## config.mk

```make
export PLATFORM = sky130hd
export DESIGN_NAME = etud_day_split
export DESIGN_NICKNAME = d
export VERILOG_FILES = /design/src/hdl/epoch_to_utc_date_time_unit_macros.svh /design/src/hdl/etud_pkg.sv /design/src/hdl/etud_day_split.sv
export SDC_FILE = /design/constraint.sdc
export NUM_CORES = 1
export LEC_CHECK = 0
export BUFFER_PORTS_ARGS = -buffer_cell sky130_fd_sc_hd__buf_2
export CAP_MARGIN = 20
export CORE_MARGIN = 4
export CORE_UTILIZATION = 26
export DETAILED_ROUTE_END_ITERATION = 12
export GPL_ROUTABILITY_DRIVEN = 0
export GPL_TIMING_DRIVEN = 1
export SKIP_LAST_GASP = 1
export SLEW_MARGIN = 15
export SYNTH_ARGS = -nofsm -noshare
export SYNTH_HDL_FRONTEND = slang
export SYNTH_SLANG_ARGS = --single-unit
```

## constraint.sdc

```tcl
create_clock -name clk -period 10.3 [get_ports clk]
set_input_delay 2.06 -clock clk [delete_from_list [all_inputs] [get_ports clk]]
set_output_delay 2.06 -clock clk [all_outputs]
set_load 0.1 [all_outputs]
```

## src/hdl/epoch_to_utc_date_time_unit_macros.svh

```systemverilog
// Assertion helpers shared by the RTL of the epoch conversion unit.
`ifndef EPOCH_TO_UTC_DATE_TIME_UNIT_MACROS_SVH
`define EPOCH_TO_UTC_DATE_TIME_UNIT_MACROS_SVH

// Same-cycle implication, disabled while reset is asserted.
`define ETUD_ASSERT_IMP(label, clk, rst_n, ante, cons, msg) \
	label: assert property (@(posedge clk) disable iff (!rst_n) (ante) |-> (cons)) \
		else $error(msg);

// Next-cycle implication, disabled while reset is asserted.
`define ETUD_ASSERT_NXT(label, clk, rst_n, ante, cons, msg) \
	label: assert property (@(posedge clk) disable iff (!rst_n) (ante) |=> (cons)) \
		else $error(msg);

`endif

```

## src/hdl/etud_pkg.sv

```systemverilog
package etud_pkg;

	localparam int unsigned NUM_STAGES = 10;

	typedef struct packed {
		logic [31:0] utc_seconds;
	} utc_item_t;

	typedef struct packed {
		logic [4:0] hour;
		logic [5:0] minute;
		logic [5:0] second;
		logic [4:0] day;
		logic [3:0] month;
		logic [6:0] year_two_digit;
	} date_item_t;

	// One load enable per pipeline stage.
	typedef struct packed {
		logic [NUM_STAGES:1] en;
	} stage_ctl_t;

	localparam logic [19:0] EPOCH_SHIFT  = 20'd719468;
	localparam logic [19:0] DAYS_PER_ERA = 20'd146097;

	// Reciprocals for exact division by constants: q = (x * M) >> K with
	// K = bits(x) + ceil(log2(d)) and M = ceil(2^K / d).
	localparam int unsigned DAY_SHIFT  = 35;
	localparam logic [25:0] DAY_RECIP  = 26'(((64'd1 << 35) + 64'd674) / 64'd675);
	localparam int unsigned HOUR_SHIFT = 29;
	localparam logic [17:0] HOUR_RECIP = 18'(((64'd1 << 29) + 64'd3599) / 64'd3600);
	localparam int unsigned MIN_SHIFT  = 18;
	localparam logic [12:0] MIN_RECIP  = 13'(((64'd1 << 18) + 64'd59) / 64'd60);
	localparam int unsigned Q1460_SHIFT = 29;
	localparam logic [18:0] Q1460_RECIP = 19'(((64'd1 << 29) + 64'd1459) / 64'd1460);
	localparam int unsigned YEAR_SHIFT = 27;
	localparam logic [18:0] YEAR_RECIP = 19'(((64'd1 << 27) + 64'd364) / 64'd365);
	localparam int unsigned MP_SHIFT   = 19;
	localparam logic [11:0] MP_RECIP   = 12'(((64'd1 << 19) + 64'd152) / 64'd153);

	// Day of the March-based year on which month index mp starts.
	function automatic logic [8:0] month_start(input logic [3:0] mp);
		logic [8:0] r;
		unique case (mp)
			4'd0:    r = 9'd0;
			4'd1:    r = 9'd31;
			4'd2:    r = 9'd61;
			4'd3:    r = 9'd92;
			4'd4:    r = 9'd122;
			4'd5:    r = 9'd153;
			4'd6:    r = 9'd184;
			4'd7:    r = 9'd214;
			4'd8:    r = 9'd245;
			4'd9:    r = 9'd275;
			4'd10:   r = 9'd306;
			4'd11:   r = 9'd337;
			default: r = 9'd0;
		endcase
		return r;
	endfunction

endpackage

```

## src/hdl/etud_day_split.sv

```systemverilog
module etud_day_split (
	input  logic                  clk,
	input  etud_pkg::stage_ctl_t  ctl,
	input  logic [31:0]           utc_seconds,
	output logic [16:0]           sod_s3,
	output logic [17:0]           doe_s3
);
	logic [50:0] prod_s1;
	logic [31:0] t_s1;
	logic [15:0] days;
	logic [24:0] dm_s2;
	logic [19:0] z_s2;
	logic [24:0] hi_s2;
	logic [6:0]  lo_s2;
	logic [24:0] diff;
	logic [19:0] era_base;

	// 86400 = 128 * 675, so the low seven bits bypass the division.
	always_ff @(posedge clk) begin
		if (ctl.en[1]) begin
			prod_s1 <= 51'(utc_seconds[31:7]) * 51'(etud_pkg::DAY_RECIP);
			t_s1    <= utc_seconds;
		end
	end

	assign days = prod_s1[etud_pkg::DAY_SHIFT +: 16];

	always_ff @(posedge clk) begin
		if (ctl.en[2]) begin
			dm_s2 <= 25'(days) * 25'd675;
			z_s2  <= 20'(days) + etud_pkg::EPOCH_SHIFT;
			hi_s2 <= t_s1[31:7];
			lo_s2 <= t_s1[6:0];
		end
	end

	assign diff = hi_s2 - dm_s2;

	// The shifted day number spans at most six eras.
	always_comb begin
		priority if (z_s2 >= 20'(5 * etud_pkg::DAYS_PER_ERA))
			era_base = 20'(5 * etud_pkg::DAYS_PER_ERA);
		else if (z_s2 >= 20'(4 * etud_pkg::DAYS_PER_ERA))
			era_base = 20'(4 * etud_pkg::DAYS_PER_ERA);
		else if (z_s2 >= 20'(3 * etud_pkg::DAYS_PER_ERA))
			era_base = 20'(3 * etud_pkg::DAYS_PER_ERA);
		else if (z_s2 >= 20'(2 * etud_pkg::DAYS_PER_ERA))
			era_base = 20'(2 * etud_pkg::DAYS_PER_ERA);
		else if (z_s2 >= etud_pkg::DAYS_PER_ERA) era_base = etud_pkg::DAYS_PER_ERA;
		else era_base = 20'd0;
	end

	always_ff @(posedge clk) begin
		if (ctl.en[3]) begin
			sod_s3 <= {diff[9:0], lo_s2};
			doe_s3 <= 18'(z_s2 - era_base);
		end
	end
endmodule

```

# ---- Word-level counts from Yosys, hierarchy flattened
# Cells that the tools add are included.
# W data, S select, Z words.
dict set report word_totals {
  output_inout_bits 35
  register_bits 150
  word_cells 23
  input_bits 43
}
dict set report classes {
  order_cmp 5
  n_addsub 3
  mul 2
  muxes 5
}
# operator count
set op_table {}
lappend op_table {{$mux W18} 5}
lappend op_table {{$mul A25 B26 Y51 const B} 1}
lappend op_table {{$ge A20 B19 Y1 const B} 2}
lappend op_table {{$ge A20 B20 Y1 const B} 2}
lappend op_table {{$add A16 B20 Y20 const B} 1}
lappend op_table {{$ge A20 B18 Y1 const B} 1}
lappend op_table {{$sub A18 B18 Y18} 1}
lappend op_table {{$mul A16 B10 Y10 const B} 1}
lappend op_table {{$sub A10 B10 Y10} 1}

# ---- Logic depth before layout (Yosys ltp)
dict set report logic_depth {
  word_depth 7
  depth_mapped 25
}

# ---- Least setup slack after synthesis
# No wires, ideal clock.
dict set report synth_path {
  kind {input to register}
  startpoint {in utc_seconds[20]}
  endpoint {reg prod_s1[41] (data pin)}
  path_slack_ns 2.742
  stages 19
  t_arrival_ns 7.298
  required_ns 10.040
  path_cell_list {fa_1 inv_1 fa_1 inv_1 ha_1 fa_1 fa_1 fa_1 inv_1 fa_1 inv_1 ha_1 nand2_1 nor4_1 o2111ai_1 a21o_1 a221oi_4 a311oi_2 xnor2_1}
}
dict set report synth_between {
  elab_chain_len 1
}
# item line_no
set synth_rtl {}
lappend synth_rtl {{from (decl)} etud_day_split.sv:4} ;# input logic [31:0] utc_seconds,
lappend synth_rtl {{$mul A25 B26 Y51} etud_day_split.sv:21} ;# prod_s1 <= 51'(utc_seconds[31:7]) * 51'(etud_pkg::DAY_RECIP);
lappend synth_rtl {{to (signal assigned)} etud_day_split.sv:21}
lappend synth_rtl {{to (decl)} etud_day_split.sv:8} ;# logic [50:0] prod_s1;
# Every way passes these cells.
# A chain may end at the register's enable or synchronous reset.

# ---- Worst setup path after layout
dict set report layout_path {
  startpoint {in utc_seconds[15]}
  endpoint {reg prod_s1[46] (data pin)}
}
# Same word-level chain as after synthesis.

==> results.cfg <==
[run_status]
status = completed

[route]
postRouteWirelength_mm = 31.6
vias_per_cell = 4.22
drtIter0Drc = 316
first_pass_iters = 5
via_count = 9259
wl_per_cell_um = 14.4
final_antenna_net_count = 0
drc = 0

[setup_path]
endpoint_kind = flop
crit_path_start_kind = input pin
arrival_ns = 8.30
path_common_cell = fa_1
slowest_stage = o21ai_0
crit_type = input pin to flop
path_cells = buf_2 -> inv_1 -> fa_1 -> fa_1 -> inv_1 -> fa_1 -> inv_1 -> fa_1 -> fa_1 -> fa_1 -> inv_1 -> ha_1 -> nand3_1 -> nor3_1 -> nand4_1 -> o21ai_0 -> o21bai_1 -> o31a_1 -> nor2b_1 -> nor2_1 -> xnor2_1
crit_required_ns = 10.40
cpLargestDelayFamily = adder cells
rrSetupSlack_ns = 6.46
cp_num_buf_inv = 5
r2r_cells = 16
path_max_fanout = 9
r2r_start = z_s2[2]
r2r-end = doe_s3[12]
critPathMaxStageDelay_ns = 0.62

[sta]
rsz0062_at_grt = no
setup_viol = 0
worst_pin_slew_ns = 0.965
setup_tns_ns = 0
finalHoldViolations = 0
finalMaxSlewViolations = 0
min_period_ns = 8.20
fmax_mhz = 122
setup_ws_ns = 2.10
relSlewSlack = 0.357
finClkSkew_ns = 0.00433
finalCritPeriodShare = 0.796

[synthesis]
syn_area_per_cell_um2 = 11.0
synth-async-reset-ratio = 0
synth-warning-count = 0
synth_commonest_cells = inv_1, ha_1, fa_1, edfxtp_1, xnor2_1
ys_seq_area_frac = 0.225
synth_area_leaders = ha_1, fa_1, edfxtp_1, inv_1, xnor2_1
synth_flop_cell = edfxtp_1
ys_types = 53
yosys.area.top_type = ha_1
synthCells = 1350
synth_enable_flop_cells = 111
synth-seq-cells = 111
netlist.area_leader.share = 0.280
synth.most_common_cell = inv_1
syn_area_um2 = 14800
synth_nets = 1910

[die]
start_util = 0.263
die_height_um = 247
die_w_um = 247
core_area_um2 = 56400
io_pins = 78
rows = 87
die_area_um2 = 60900

[grt]
gr-usage-all-layers = 0.107
grt_pass1_vias = 10100
grt_max_degree = 44
antenna_found_initial = 10
grt_pass1_wl_mm = 52.0
met3_usage = 0.0181
grt_use_met2 = 0.192
grtUsageMet1 = 0.132
grt_remaining_overflow = 0
top_usage_layer = met2

[place]
pre_cts_ws_ns = 1.68
place.detailed.hpwl_mm = 27.2
portBuffers = 70

[clock_tree]
insertion_delay_ns = 0.34
cts_sinks = 111
ctsHoldBuffers = 0
clk_pin_slew_worst_paths_ns = 0.07
cts_tree = yes
cts_root_buf = clkbuf_16
clk_path_buf_depth = 2
cts_buffers = 9
cts_resized = 0
postCtsSetupBuffers = 0
cts_htree_levels = 3

[final_layout]
n_fill_cell = 5936
drive_gt1_frac = 0.0648
layout.nets = 1990
multiInputGateArea_um2 = 10000
area_growth_pct = 11.0
seqCellArea_um2 = 3330

[min_path]
hold_depth = 0
holdCritPathClass = flop to flop
min_to = hi_s2[9]
hp-start = t_s1[16]

[job]
maxCapViolCount = 0
worst max path at each step:
stage                                from     endpoint  slack (ns)  depth (start not counted)
after global routing      utc_seconds[15]  prod_s1[46]        1.79                         21
after global placement    utc_seconds[15]  prod_s1[46]        1.72                         21
final                     utc_seconds[15]  prod_s1[46]        2.10                         21
after floorplan           utc_seconds[20]  prod_s1[41]        2.74                         19
after detailed placement  utc_seconds[15]  prod_s1[46]        1.68                         21
after CTS                 utc_seconds[15]  prod_s1[46]        2.07                         21
logic make-up (layout without fill, tap and decap cells):
group	count (synthesis)	count (layout)	synth area share
fa+ha+maj	517	517	0.530
flops	111	111	0.225
buf+inv	393	478	0.0995
simple gates	121	121	0.0416
other cells	0	4	0
compound gates	147	147	0.0676
xor+xnor	61	61	0.0361
worst register-to-register path, cell delays in order (launching register included):
cell and delay (ns):
edfxtp_1 0.42, o21ai_0 0.11, a21oi_1 0.19, o21a_1 0.13, o21ai_0 0.07, a21boi_0 0.20, o31a_1 0.42, inv_1 0.26
ha_1 0.37, o21a_1 0.14, o21ai_2 0.13, a21oi_1 0.10, o21a_1 0.19, o21a_1 0.18, or2_4 0.25, a311oi_2 0.30
xor2_1 0.11
per-stage QoR:
step	instances	hold slack [ns]	util	instance area [um2]
floorplan	1350	0.400	-	14800
global placement	2175	0.404	0.286	16100
detailed placement	2175	0.405	0.286	16100
CTS	2191	0.421	0.291	16400
global route	2191	0.430	0.291	16400
finish	2195	0.421	0.292	16400
flip-flops by register name (all words and copies together), names as in the netlist:
| signal | count |
|---|---|
| doe_s3 | 18 |
| prod_s1 | 18 |
| sod_s3 | 17 |
| z_s2 | 16 |
| t_s1 | 15 |
| hi_s2 | 10 |
| lo_s2 | 7 |
| dm_s2 | 10 |
per-layer routing:
layer	routed length, um	part of all wire
met4	833	0.026
met1	13700	0.43
met5	76	0.0024
met2	15600	0.49
met3	1470	0.047
final cells by class:
type | instances | share of cell area
inverter | 392 | 0.0895
multi-input combinational | 846 | 0.609
antenna | 4 | 0.000609
clock buffer | 11 | 0.0142
tap | 756 | 0.0575
sequential | 111 | 0.203
clock inverter | 5 | 0.00548
timing repair buffer | 70 | 0.0213
placed cells by master (no fill, tap or decap), drive strengths merged, types with 11 or more instances in the layout:
cell type,netlist,layout
clkbuf,1,11
nand2,28,28
a21oi,37,37
ha,332,332
buf,0,70
nand3,11,11
fa,185,185
xor2,17,17
edfxtp,111,111
a21o,25,25
xnor2,44,44
nor2,28,28
inv,392,394
o21ai,28,28
Power is left out: the tool's default activity adds up to more than one toggle a clock period on the data nets, which glitch-free logic cannot reach.
