**src/hdl/epoch_to_utc_date_time_unit_macros.svh**
```systemverilog
// Assertion helpers shared by the RTL of the epoch conversion unit.
`ifndef EPOCH_TO_UTC_DATE_TIME_UNIT_MACROS_SVH
`define EPOCH_TO_UTC_DATE_TIME_UNIT_MACROS_SVH

// Same-cycle implication, disabled while reset is asserted.
`define ETUD_ASSERT_IMP(label, clk, rst_n, ante, cons, msg) \
	label: assert property (@(posedge clk) disable iff (!rst_n) (ante) |-> (cons)) \
		else $error(msg);

// Next-cycle implication, disabled while reset is asserted.
`define ETUD_ASSERT_NXT(label, clk, rst_n, ante, cons, msg) \
	label: assert property (@(posedge clk) disable iff (!rst_n) (ante) |=> (cons)) \
		else $error(msg);

`endif

```
**src/hdl/etud_pkg.sv**
```systemverilog
package etud_pkg;

	localparam int unsigned NUM_STAGES = 10;

	typedef struct packed {
		logic [31:0] utc_seconds;
	} utc_item_t;

	typedef struct packed {
		logic [4:0] hour;
		logic [5:0] minute;
		logic [5:0] second;
		logic [4:0] day;
		logic [3:0] month;
		logic [6:0] year_two_digit;
	} date_item_t;

	// One load enable per pipeline stage.
	typedef struct packed {
		logic [NUM_STAGES:1] en;
	} stage_ctl_t;

	localparam logic [19:0] EPOCH_SHIFT  = 20'd719468;
	localparam logic [19:0] DAYS_PER_ERA = 20'd146097;

	// Reciprocals for exact division by constants: q = (x * M) >> K with
	// K = bits(x) + ceil(log2(d)) and M = ceil(2^K / d).
	localparam int unsigned DAY_SHIFT  = 35;
	localparam logic [25:0] DAY_RECIP  = 26'(((64'd1 << 35) + 64'd674) / 64'd675);
	localparam int unsigned HOUR_SHIFT = 29;
	localparam logic [17:0] HOUR_RECIP = 18'(((64'd1 << 29) + 64'd3599) / 64'd3600);
	localparam int unsigned MIN_SHIFT  = 18;
	localparam logic [12:0] MIN_RECIP  = 13'(((64'd1 << 18) + 64'd59) / 64'd60);
	localparam int unsigned Q1460_SHIFT = 29;
	localparam logic [18:0] Q1460_RECIP = 19'(((64'd1 << 29) + 64'd1459) / 64'd1460);
	localparam int unsigned YEAR_SHIFT = 27;
	localparam logic [18:0] YEAR_RECIP = 19'(((64'd1 << 27) + 64'd364) / 64'd365);
	localparam int unsigned MP_SHIFT   = 19;
	localparam logic [11:0] MP_RECIP   = 12'(((64'd1 << 19) + 64'd152) / 64'd153);

	// Day of the March-based year on which month index mp starts.
	function automatic logic [8:0] month_start(input logic [3:0] mp);
		logic [8:0] r;
		unique case (mp)
			4'd0:    r = 9'd0;
			4'd1:    r = 9'd31;
			4'd2:    r = 9'd61;
			4'd3:    r = 9'd92;
			4'd4:    r = 9'd122;
			4'd5:    r = 9'd153;
			4'd6:    r = 9'd184;
			4'd7:    r = 9'd214;
			4'd8:    r = 9'd245;
			4'd9:    r = 9'd275;
			4'd10:   r = 9'd306;
			4'd11:   r = 9'd337;
			default: r = 9'd0;
		endcase
		return r;
	endfunction

endpackage

```
**src/hdl/etud_calendar.sv**
```systemverilog
module etud_calendar (
	input  logic                  clk,
	input  etud_pkg::stage_ctl_t  ctl,
	input  logic [17:0]           doe_s3,
	output logic [4:0]            day,
	output logic [3:0]            month,
	output logic [6:0]            year_two_digit
);
	logic [36:0] p_q_s4;
	logic [2:0]  c36_s4;
	logic        top_s4;
	logic [17:0] doe_s4;
	logic [17:0] num_s5;
	logic [17:0] doe_s5;
	logic [36:0] p_y_s6;
	logic [17:0] doe_s6;
	logic [8:0]  yoe;
	logic [1:0]  c100;
	logic [17:0] yd_s7;
	logic [8:0]  yoe_s7;
	logic [17:0] doe_s7;
	logic [8:0]  doy_s8;
	logic [8:0]  yoe_s8;
	logic [22:0] p_mp_s9;
	logic [8:0]  doy_s9;
	logic [8:0]  yoe_s9;
	logic [3:0]  mp;
	logic [8:0]  yc;
	logic [8:0]  yy;
	logic [4:0]  day_s10;
	logic [3:0]  month_s10;
	logic [6:0]  year_s10;

	assign yoe  = p_y_s6[etud_pkg::YEAR_SHIFT +: 9];
	assign c100 = 2'(yoe >= 9'd100) + 2'(yoe >= 9'd200) + 2'(yoe >= 9'd300);
	assign mp   = p_mp_s9[etud_pkg::MP_SHIFT +: 4];

	// January and February belong to the next civil year; 400 years are a whole
	// number of centuries, so only the year of era matters for the two digits.
	assign yc = yoe_s9 + 9'(mp >= 4'd10);

	always_comb begin
		priority if (yc >= 9'd400) yy = yc - 9'd400;
		else if (yc >= 9'd300) yy = yc - 9'd300;
		else if (yc >= 9'd200) yy = yc - 9'd200;
		else if (yc >= 9'd100) yy = yc - 9'd100;
		else yy = yc;
	end

	always_ff @(posedge clk) begin
		if (ctl.en[4]) begin
			p_q_s4 <= 37'(doe_s3) * 37'(etud_pkg::Q1460_RECIP);
			c36_s4 <= 3'(doe_s3 >= 18'd36524) + 3'(doe_s3 >= 18'd73048)
				+ 3'(doe_s3 >= 18'd109572) + 3'(doe_s3 >= 18'd146096);
			top_s4 <= (doe_s3 == 18'd146096);
			doe_s4 <= doe_s3;
		end
		if (ctl.en[5]) begin
			num_s5 <= doe_s4 - 18'(p_q_s4[etud_pkg::Q1460_SHIFT +: 7])
				+ 18'(c36_s4) - 18'(top_s4);
			doe_s5 <= doe_s4;
		end
		if (ctl.en[6]) begin
			p_y_s6 <= 37'(num_s5) * 37'(etud_pkg::YEAR_RECIP);
			doe_s6 <= doe_s5;
		end
		if (ctl.en[7]) begin
			yd_s7  <= 18'(yoe) * 18'd365 + 18'(yoe[8:2]) - 18'(c100);
			yoe_s7 <= yoe;
			doe_s7 <= doe_s6;
		end
		if (ctl.en[8]) begin
			doy_s8 <= 9'(doe_s7 - yd_s7);
			yoe_s8 <= yoe_s7;
		end
		if (ctl.en[9]) begin
			p_mp_s9 <= 23'(11'(doy_s8) * 11'd5 + 11'd2) * 23'(etud_pkg::MP_RECIP);
			doy_s9  <= doy_s8;
			yoe_s9  <= yoe_s8;
		end
		if (ctl.en[10]) begin
			day_s10   <= 5'(doy_s9 - etud_pkg::month_start(mp) + 9'd1);
			month_s10 <= (mp < 4'd10) ? mp + 4'd3 : mp - 4'd9;
			year_s10  <= yy[6:0];
		end
	end

	assign day            = day_s10;
	assign month          = month_s10;
	assign year_two_digit = year_s10;
endmodule

```
**config.mk**
```make
export PLATFORM = sky130hd
export DESIGN_NAME = etud_calendar
export DESIGN_NICKNAME = d
export VERILOG_FILES = /design/src/hdl/epoch_to_utc_date_time_unit_macros.svh /design/src/hdl/etud_pkg.sv /design/src/hdl/etud_calendar.sv
export SDC_FILE = /design/constraint.sdc
export NUM_CORES = 1
export LEC_CHECK = 0
export BUFFER_PORTS_ARGS = -buffer_cell sky130_fd_sc_hd__buf_2
export CELL_PAD_IN_SITES_DETAIL_PLACEMENT = 1
export CELL_PAD_IN_SITES_GLOBAL_PLACEMENT = 1
export CORE_MARGIN = 2
export CORE_UTILIZATION = 58
export DETAILED_ROUTE_END_ITERATION = 16
export PLACE_DENSITY = 0.9
export RECOVER_POWER = 25
export SLEW_MARGIN = 30
export SYNTH_ARGS = -nofsm -noshare
export SYNTH_HDL_FRONTEND = slang
export SYNTH_SLANG_ARGS = --single-unit
```
**constraint.sdc**
```tcl
create_clock -name clk -period 10.9 [get_ports clk]
set_input_delay 0 -clock clk [delete_from_list [all_inputs] [get_ports clk]]
set_output_delay 0 -clock clk [all_outputs]
set_load 0.01 [all_outputs]
```
# After elaboration in Yosys (flattened, before gate mapping)
# Memory sizes are Yosys's and may differ from the RTL's. A register that Yosys moved wholly into a read port is not among the register bits.
# Cells that the tools add are included.
[word_totals]
regBits = 222
romBits = 144
input_bits = 29
output_inout_bits = 16
word_cells = 67
n_memories = 1
[memory_table]
columns = ["name", "depth", "word_bits", "rd", "rd_ports_with_merged_regs", "write_ports", "line_no", "rtl"]
rows = [
  ["(no name shown)", 16, 9, 1, 1, 0, "etud_pkg.sv:44", "unique case (mp)"],
]
[classes]
add_sub_neg = 21
n_mul = 5
magnitude_cmp = 13
eq_ne = 1
n_mux = 7
[ops]
columns = ["op", "count"]
rows = [
  ["$mul 18x16->33 const B", 2],
  ["$ge 18x17->1 const B", 2],
  ["$mux 7", 4],
  ["$ge 9x9->1 const B", 3],
  ["$mul 13x12->23 const B", 1],
  ["$add 18x3->18", 1],
  ["$eq 18x18->1 const B", 1],
  ["$ge 18x16->1 const B", 1],
  ["$ge 18x18->1 const B", 1],
  ["$ge 9x7->1 const B", 2],
  ["$ge 9x8->1 const B", 2],
  ["$sub 18x1->18", 1],
  ["$sub 18x7->18", 1],
  ["$sub 7x7->7 const B", 2],
  ["$add 12x2->13 const B", 1],
  ["$mul 9x3->12 const B", 1],
  ["$add 9x1->9", 1],
  ["$add 9x7->9", 1],
  ["$mul 9x9->9 const B", 1],
  ["$sub 9x2->9", 1],
  ["$sub 9x9->9", 1],
  ["$mux 4", 2],
  ["$sub 7x5->7 const B", 1],
  ["$sub 7x6->7 const B", 1],
  ["other kinds (11)", 12],
]

# Longest topological paths before layout
# Gate-level depths: netlist of the first run.
[logic_depth]
depth_word = 7
depth_mapped = 33
ltp_nobuf = 33

# Worst setup path after synthesis of the first run
# Ideal clock, no wire load.
[synth_path]
path_type = "register -> register"
start = "reg doy_s8[1]"
end = "reg (tool-made name)"
setup_ps = 121
t_arrival_ps = 6759
t_required_ps = 10779
path_slack_ps = 4020
path_stages_with_launch = 25
n_path_buf = 0
synth_period_minus_slack_ps = 6880
path_cell_list = "edfxtp_1 ha_1 ha_1 o211a_1 o21a_1 o21a_1 o21ai_0 a21oi_1 mux2_2 or2_2 ha_1 inv_1 fa_1 inv_1 fa_1 fa_1 ha_1 ha_1 nor3_1 nor2_1 a221oi_1 a21oi_1 or4_4 a31oi_4 mux2_2"
[synth_lines]
columns = ["item", "line_no", "rtl"]
rows = [
  ["from (decl)", "etud_calendar.sv:22", "logic [8:0] doy_s8;"],
  ["from (signal assigned)", "etud_calendar.sv:73", "doy_s8 <= 9'(doe_s7 - yd_s7);"],
]

==> results of run 1 <==
## metrics by stage
stage          area (sq um)  worst slack, ns  hold WS [ns]
2_1_floorplan         21900             4.02        0.0989
3_3_place_gp          22800             3.54         0.315
3_5_place_dp          22800             2.90         0.317
4_1_cts               23400             2.69       0.00962
5_1_grt               23400             2.20         0.177
6_report              23400             2.50         0.158
## worst max path at each step
stage	start	to	slack, ns	cells after the start
3_5_place_dp	doy_s8[1]$_DFFE_PP_	flip-flop	2.90	27
4_1_cts	doy_s8[1]$_DFFE_PP_	flip-flop	2.69	26
6_report	doy_s8[1]$_DFFE_PP_	flip-flop	2.50	26
2_1_floorplan	doy_s8[1]$_DFFE_PP_	flip-flop	4.02	24
5_1_grt	doy_s8[1]$_DFFE_PP_	flip-flop	2.20	26
3_3_place_gp	doy_s8[1]$_DFFE_PP_	flip-flop	3.54	24
## sequential cells by signal (all words and copies together), names as in the netlist, named ones only
name,count
year_two_digit,7
p_mp_s9,4
doy_s9,5
c36_s4,3
yoe_s9,9
doe_s5,9
p_y_s6,9
yoe_s8,9
doe_s7,9
num_s5,18
month,4
p_q_s4,7
doe_s4,18
yoe_s7,9
yd_s7,9
top_s4,1
day,5
doy_s8,9
doe_s6,9
## cells by family (layout without fill, tap and decap cells)
family,count (synthesis),count (layout),share of synthesized area [%]
fa+ha+maj,786,786,54.2
buf+inv,501,577,8.57
compound gates,226,226,7.25
simple gates,202,202,4.63
flops,158,158,21.4
xor+xnor,92,92,3.71
mux,5,5,0.239
other cells,0,1,0
## per-layer routing
metal,part of all wire (%),global-route usage (%),vias up
met3,4.5,5.21,328
li1,-,-,6588
met1,35,36.4,7789
met4,7.5,24.1,0
met5,0,0,-
met2,53,66.3,675
## final cells by class
cell class,count,area share (%)
antenna,1,0.0107
clock buffer,20,1.91
clock inverter,12,0.726
inverter,500,8.01
multi-input combinational,1311,65.6
sequential,158,20.0
tap,511,2.73
timing repair buffer,45,0.945
## layout by cell type (no fill, tap or decap), drive strengths merged, types with 12 or more instances in the layout
| cell | Yosys | layout |
|---|---|---|
| clkbuf | 0 | 39 |
| buf | 1 | 22 |
| fa | 275 | 275 |
| nand4 | 12 | 12 |
| nand3 | 21 | 21 |
| a211oi | 14 | 14 |
| ha | 511 | 511 |
| o21a | 18 | 18 |
| edfxtp | 153 | 153 |
| inv | 500 | 500 |
| nor2 | 47 | 47 |
| nand2 | 44 | 44 |
| a21o | 24 | 24 |
| o21ai | 44 | 44 |
| a21oi | 53 | 53 |
| xor2 | 23 | 23 |
| nor3 | 22 | 22 |
| xnor2 | 69 | 69 |
| and2 | 12 | 12 |
==> metrics.md, run 1 <==
| Metric | Value |
|---|---|
| Final Critical Period | `8.40 ns` |
| Final HPWL from detailed placement | `48.7 mm` |
| Gr ovfl total | `0` |
| Area occupied by registers | `4690 sq um` |
| Top fanout value on the critical path | `6` |
| First-pass iteration count of the detailed router | `5` |
| Worst Hold End | `num_s5[7]$_DFFE_PP_` |
| Hold violation count in the final report | `0` |
| Total I/O pin count | `45` |
| Synth Cell Area | `21,900 sq um` |
| Wire length of the first global-routing pass | `104 mm` |
| Area inside the core boundary | `37,500 sq um` |
| Synthesized netlist net count | `2,785` |
| Final core utilization | `62.5%` |
| Max Root-Sink Buffers | `2` |
| Pin slew with the least headroom to its limit | `1.72 ns` |
| Slowest stage delay, CP | `0.60 ns` |
| Inserted Clock Buffers | `17` |
| Hold Crit Depth | `1` |
| Initial antenna violation count | `1` |
| Std cell rows | `71` |
| Mean number of vias per cell | `6.01` |
| # resized after CTS | `0` |
| Flop2flop setup slack | `2.50 ns` |
| Setup tns final | `0 ns` |
| Dominant cell type by area after synthesis | `ha_1` |
| Pin count of the biggest net entering global routing | `30` |
| Async set-reset flop share out of synthesis | `0%` |
| Post-Route WL | `66.8 mm` |
| Setup skew after layout | `0.0131 ns` |
| Worst slew slack as a fraction of its limit | `-14.3%` |
| H-tree lvl count | `4` |
| Input/output buffers | `41` |
| Number of instances in the synthesized netlist | `1,970` |
| Total buffers and inverters traversed by the critical path | `2` |
| Worst reg2reg path depth | `26` |
| Y dimension of the die | `199 um` |
| Clock latency at the later pin of the worst-skew pair | `0.45 ns` |
| Type of destination of the critical path | `flip-flop` |
| Synth Flop Type | `edfxtp_1` |
| Crit path top cell by count | `ha_1` |
| Critical path type | `flip-flop to flip-flop` |
| Sequential fraction of the synthesis area | `21.4%` |
| Number of flops mapped to enable cells by yosys | `153` |
| Leading cell type by number of instances after synthesis | `ha_1` |
| Cell types with the largest area share after synthesis | `ha_1 (29%), fa_1 (25%), edfxtp_1 (21%)` |
| Worst Setup Start Kind | `flip-flop` |
| WP data required | `11.23 ns` |
| Outcome | `complete, but fails checks` |
| Kind of cell adding the most delay to the critical path | `adder cells` |
| Clock tree root driver cell | `clkbuf_16` |
| Fmax | `119 MHz` |
| Leading post-synthesis cells by instance count | `ha_1 (511), inv_1 (500), fa_1 (275)` |
| Number of setup violations in the final report | `0` |
| Die area | `39,400 sq um` |
| Count of placed standard cells including taps | `2,521` |
| Area used by multi-input combinational logic | `15,400 sq um` |
| Max-cap violations | `2` |
| Starting density of the core | `58.5%` |
| Portion of synthesized cell area occupied by the leading cell type | `29.1%` |
| Synth Register Bits | `158` |
| Highest-delay cell along the critical path | `xnor2_1` |
| Count of synthesis-stage warnings from yosys | `0` |
| Share of final-layout standard cells stronger than drive strength 1 | `3.67%` |
| Source of the worst register-to-register timing path | `doy_s8[1]$_DFFE_PP_` |
| Post-detailed-route wirelength per cell | `26.1 um` |
| Net count of the finished layout | `2,848` |
| Clock transition at the register clock pins on the worst setup and hold paths after CTS | `0.07 ns` |
| Count of clock tree sinks | `158` |
| Number of buffers inserted by hold repair at cts | `4` |
| Pins over their slew limit | `56` |
| Number of buffers inserted by post-CTS setup repair | `0` |
| Mean instance size in the synthesized netlist | `11.1 sq um` |
| Number of design rule violations left after detail routing | `0` |
| Crit share post-route | `77.1%` |
| Number of global-route vias before repair | `18,400` |
| Synth unique cells | `71` |
| DR vias | `15,400` |
| Count of antenna-violating nets left after detailed routing | `0` |
| Failing checks | `capacitance limit, slew limit` |
| Die W | `199 um` |
| Filler Cell Count | `3,896` |
| Layout Area Growth over Synthesis | `6.73%` |
| Worst path arrival time | `8.73 ns` |
| Final non-filler cell total | `2,558` |
| Min-Delay Startpoint | `ctl[4]` |
| Drt initial violations | `895` |
| TritonCTS clock tree | `done` |
| GPL Wtd Cong | `0.913` |
| Overall global routing resource usage | `35.4%` |
| Hold Crit Class | `primary input to flip-flop` |
| Setup repair after global routing missed its margin | `false` |
Power of run 1 is left out: the tool's default activity adds up to more than one toggle a clock period on the data nets, which glitch-free logic cannot reach.
==> run 2: changes to the inputs <==
--- a/config.mk
+++ b/config.mk
@@ -9,9 +9,9 @@
 export CELL_PAD_IN_SITES_DETAIL_PLACEMENT = 1
 export CELL_PAD_IN_SITES_GLOBAL_PLACEMENT = 1
 export CORE_MARGIN = 2
-export CORE_UTILIZATION = 58
+export CORE_UTILIZATION = 54
 export DETAILED_ROUTE_END_ITERATION = 16
-export PLACE_DENSITY = 0.9
+export PLACE_DENSITY = 0.85
 export RECOVER_POWER = 25
 export SLEW_MARGIN = 30
 export SYNTH_ARGS = -nofsm -noshare
==> constraint.sdc (replaced) <==
create_clock -name clk -period 8.16 [get_ports clk]
set_input_delay 0 -clock clk [delete_from_list [all_inputs] [get_ports clk]]
set_output_delay 0 -clock clk [all_outputs]
set_load 0.01 [all_outputs]
==> metrics.md, run 2 (synthesized netlist as in run 1, its figures left out) <==
| Metric | Value |
|---|---|
| Outcome | `complete, but fails checks` |
| Failing checks | `capacitance limit, slew limit` |
| Hold violation count in the final report | `0` |
| Type of destination of the critical path | `flip-flop` |
| Crit share post-route | `95.7%` |
| H-tree lvl count | `4` |
| TritonCTS clock tree | `done` |
| Number of setup violations in the final report | `0` |
| WP data required | `8.49 ns` |
| Cell count along the critical path | `28` |
| Area inside the core boundary | `39,900 sq um` |
| Die W | `206 um` |
| Drt initial violations | `740` |
| Total buffers and inverters traversed by the critical path | `3` |
| Pin slew with the least headroom to its limit | `1.60 ns` |
| Setup skew after layout | `0.0138 ns` |
| Highest-delay cell along the critical path | `edfxtp_1` |
| Die area | `42,300 sq um` |
| Final Critical Period | `7.81 ns` |
| Initial antenna violation count | `0` |
| Clock tree root driver cell | `clkbuf_16` |
| Largest registers | `doe_s4: 18 flops, num_s5: 18 flops` |
| Max-cap violations | `2` |
| Most frequent cells in the layout | `ha_1 (511), inv_1 (500), fa_1 (275)` |
| Share of final-layout standard cells stronger than drive strength 1 | `3.91%` |
| Net count of the finished layout | `2,850` |
| Worst Setup Start Kind | `flip-flop` |
| DR vias | `14,800` |
| Std cell rows | `73` |
| Wire length of the first global-routing pass | `95.1 mm` |
| Setup tns final | `0 ns` |
| Worst reg2reg path depth | `28` |
| Gr ovfl total | `0` |
| Layout Area Growth over Synthesis | `6.87%` |
| Diode insertion count for antenna repair | `0` |
| Starting density of the core | `55.0%` |
| Number of global-route vias before repair | `17,600` |
| Inserted Clock Buffers | `17` |
| Number of design rule violations left after detail routing | `0` |
| Input/output buffers | `41` |
| Total I/O pin count | `45` |
| Setup repair after global routing missed its margin | `false` |
| Count of clock tree sinks | `158` |
| Post-Route WL | `59.1 mm` |
| Hold Crit Class | `primary input to flip-flop` |
| GPL Wtd Cong | `0.908` |
| Worst slew slack as a fraction of its limit | `-6.94%` |
| Clock transition at the register clock pins on the worst setup and hold paths after CTS | `0.07 ns` |
| Pin count of the biggest net entering global routing | `30` |
| Y dimension of the die | `206 um` |
| Overall global routing resource usage | `29.5%` |
| Clock latency at the later pin of the worst-skew pair | `0.45 ns` |
| First-pass iteration count of the detailed router | `5` |
| Kind of cell adding the most delay to the critical path | `adder cells` |
| Pins over their slew limit | `58` |
| Worst path arrival time | `8.14 ns` |
| Crit path top cell by count | `ha_1` |
| Critical path type | `flip-flop to flip-flop` |
| Max Root-Sink Buffers | `2` |
| Mean number of vias per cell | `5.76` |
| Final HPWL from detailed placement | `46.9 mm` |
| Top fanout value on the critical path | `6` |
| Count of antenna-violating nets left after detailed routing | `0` |
| Post-detailed-route wirelength per cell | `23.0 um` |
| Commonest non-fill, non-tap cell in the layout | `ha_1` |
| Hold Crit Depth | `1` |
| Slowest stage delay, CP | `0.55 ns` |
| Fmax | `128 MHz` |
-- run 2: cell count changes in the layout (fill, tap and decap cells not counted), moves of 3 or more --
cell        before  now
inv_6            0    3
clkinv_2         4    1
clkinvlp_4       4    0
clkinv_4         0    3
inv_8            0    5
-- run 2: layout make-up --
cell class | instances | area [sq um]
fill | 4181 | 16500
multi-input combinational | 1311 | 15400
sequential | 158 | 4690
inverter | 500 | 1880
tap | 525 | 657
clock buffer | 18 | 429
timing repair buffer | 47 | 240
clock inverter | 14 | 174
-- run 2: final timing paths --
kind | end | startpoint | slack (ns)
worst max register to register | flip-flop | doy_s8[1]$_DFFE_PP_ | 0.35
worst max-delay path | flip-flop | doy_s8[1]$_DFFE_PP_ | 0.35
worst min-delay path | num_s5[3]$_DFFE_PP_ | ctl[4] | 0.12
worst min register to register | doe_s6[5]$_DFFE_PP_ | doe_s5[5]$_DFFE_PP_ | 0.42
-- run 2: what timing repair did --
item                       in CTS  in global routing
hold endpoints to repair        5                  0
gates resized for setup         0                  2
hold buffers                    5                  0
setup endpoints to repair       0                  5
buffers inserted                0                  1
-- run 2: routing by layer --
metal	part of all wire, %	routed length (um)	GRT usage, %
met2	55	32200	56.9
met1	38	22300	32.3
met5	0	0	0
met3	3.3	1940	3.36
met4	4.4	2620	13.1
-- run 2: metrics by stage --
stage | util, % | hold slack, ns | cells | area (sq um) | worst slack [ns]
finish | 58.8 | 0.118 | 2573 | 23500 | 0.355
global placement | 57.1 | 0.327 | 2535 | 22800 | 0.916
floorplan | - | 0.0989 | 1970 | 21900 | 1.28
CTS | 58.8 | 0.00453 | 2572 | 23500 | 0.199
detailed placement | 57.1 | 0.334 | 2535 | 22800 | 0.448
global route | 58.8 | 0.151 | 2573 | 23500 | 0.0756
Power of run 2 is left out for the same reason.
==> run 3: changes to the inputs <==
--- a/config.mk
+++ b/config.mk
@@ -11,7 +11,7 @@
 export CORE_MARGIN = 2
 export CORE_UTILIZATION = 54
 export DETAILED_ROUTE_END_ITERATION = 16
-export PLACE_DENSITY = 0.85
+export PLACE_DENSITY = 0.94
 export RECOVER_POWER = 25
 export SLEW_MARGIN = 30
 export SYNTH_ARGS = -nofsm -noshare
==> metrics.md, run 3 (synthesized netlist as in run 1, its figures left out) <==
| Metric | Value |
|---|---|
| Clock latency at the later pin of the worst-skew pair | `0.45 ns` |
| Gr ovfl total | `0` |
| Inserted Clock Buffers | `17` |
| H-tree lvl count | `4` |
| Largest registers | `doe_s4: 18 flops, num_s5: 18 flops` |
| Count of antenna-violating nets left after detailed routing | `0` |
| Worst Setup Start Kind | `flip-flop` |
| Y dimension of the die | `206 um` |
| Clock transition at the register clock pins on the worst setup and hold paths after CTS | `0.09 ns` |
| Hold violation count in the final report | `0` |
| Count of clock tree sinks | `158` |
| Kind of cell adding the most delay to the critical path | `adder cells` |
| Area occupied by registers | `4690 sq um` |
| Mean number of vias per cell | `6.05` |
| Setup skew after layout | `0.0175 ns` |
| Pin slew with the least headroom to its limit | `1.36 ns` |
| First-pass iteration count of the detailed router | `7` |
| Crit path top cell by count | `ha_1` |
| Overall global routing resource usage | `33.7%` |
| Post-Route WL | `68.7 mm` |
| GPL Wtd Cong | `0.863` |
| Number of design rule violations left after detail routing | `0` |
| Outcome | `finished clean` |
| TritonCTS clock tree | `done` |
| Fmax | `126 MHz` |
| Crit share post-route | `97.1%` |
| Worst hold slack | `0.137 ns` |
| Initial antenna violation count | `1` |
| Wire length of the first global-routing pass | `106 mm` |
| Number of global-route vias before repair | `19,100` |
| Final core utilization | `58.8%` |
| Count of placed standard cells including taps | `2,535` |
| Filler Cell Count | `4,171` |
| Net count of the finished layout | `2,849` |
| Final Critical Period | `7.92 ns` |
| Share of final-layout standard cells stronger than drive strength 1 | `4.15%` |
| Area inside the core boundary | `39,900 sq um` |
| Total I/O pin count | `45` |
| Std cell rows | `73` |
| Starting density of the core | `55.0%` |
| Input/output buffers | `41` |
| Total buffers and inverters traversed by the critical path | `3` |
| Drt initial violations | `977` |
| Final non-filler cell area | `23,500 sq um` |
| Die W | `206 um` |
| Commonest non-fill, non-tap cell in the layout | `ha_1` |
| Worst path arrival time | `8.27 ns` |
| Max-cap violations | `0` |
| Clock tree root driver cell | `clkbuf_16` |
| Worst slew slack as a fraction of its limit | `9.44%` |
| Pins over their slew limit | `0` |
| Most frequent cells in the layout | `ha_1 (511), inv_1 (500), fa_1 (275)` |
| Die area | `42,300 sq um` |
| Total cell area at the placement stage | `22,800 sq um` |
| WP data required | `8.51 ns` |
| Final HPWL from detailed placement | `51.3 mm` |
| Critical path type | `flip-flop to flip-flop` |
| Layout Area Growth over Synthesis | `6.95%` |
| Slowest stage delay, CP | `0.54 ns` |
| Highest-delay cell along the critical path | `edfxtp_1` |
| Number of setup violations in the final report | `0` |
| Area used by multi-input combinational logic | `15,400 sq um` |
| Pin count of the biggest net entering global routing | `30` |
| Max Root-Sink Buffers | `2` |
| Type of destination of the critical path | `flip-flop` |
| Final non-filler cell total | `2,573` |
| DR vias | `15,600` |
| Hold Crit Class | `primary input to flip-flop` |
| Post-detailed-route wirelength per cell | `26.7 um` |
| Top fanout value on the critical path | `6` |
==> run 3: routing by layer <==
layer	part of all wire, %	routed length [um]	vias to the layer above	GRT usage (%)
li1	-	-	6596	-
met1	34	23300	7855	33.7
met2	53	36500	732	63.0
met3	4.8	3290	387	5.31
met4	8.1	5580	0	24.6
met5	0	0	-	0
==> run 3: final timing paths <==
kind	end	slack, ns	cells after the start	startpoint
worst max-delay path	flip-flop	0.24	28	doy_s8[1]$_DFFE_PP_
worst min-delay path	yoe_s9[0]$_DFFE_PP_	0.14	1	ctl[8]
worst max register to register	flip-flop	0.24	28	doy_s8[1]$_DFFE_PP_
worst min register to register	yoe_s8[2]$_DFFE_PP_	0.42	0	yoe_s7[2]$_DFFE_PP_
==> run 3: layout make-up <==
type                    instances  area share, %
multi-input cells            1311           65.6
diodes                          1         0.0107
inverters                     500           8.00
repair buffers                 46          0.970
flip-flops and latches        158           20.0
clock buffers                  18           1.87
well taps                     525           2.80
clock inverters                14          0.746
==> run 3: through the flow <==
stage | setup TNS (ns) | worst slack (ns)
floorplan | 0 | 1.28
global placement | 0 | 0.901
detailed placement | 0 | 0.218
CTS | 0 | 0.0625
global route | -0.533 | -0.142
finish | 0 | 0.240
==> run 3: repair_timing <==
action | CTS | global route
buffers inserted | 0 | 2
hold buffers | 3 | 0
resized for setup | 0 | 6
setup endpoints to repair | 0 | 6
endpoints found under the hold margin | 3 | 0
Power of run 3 is left out for the same reason.
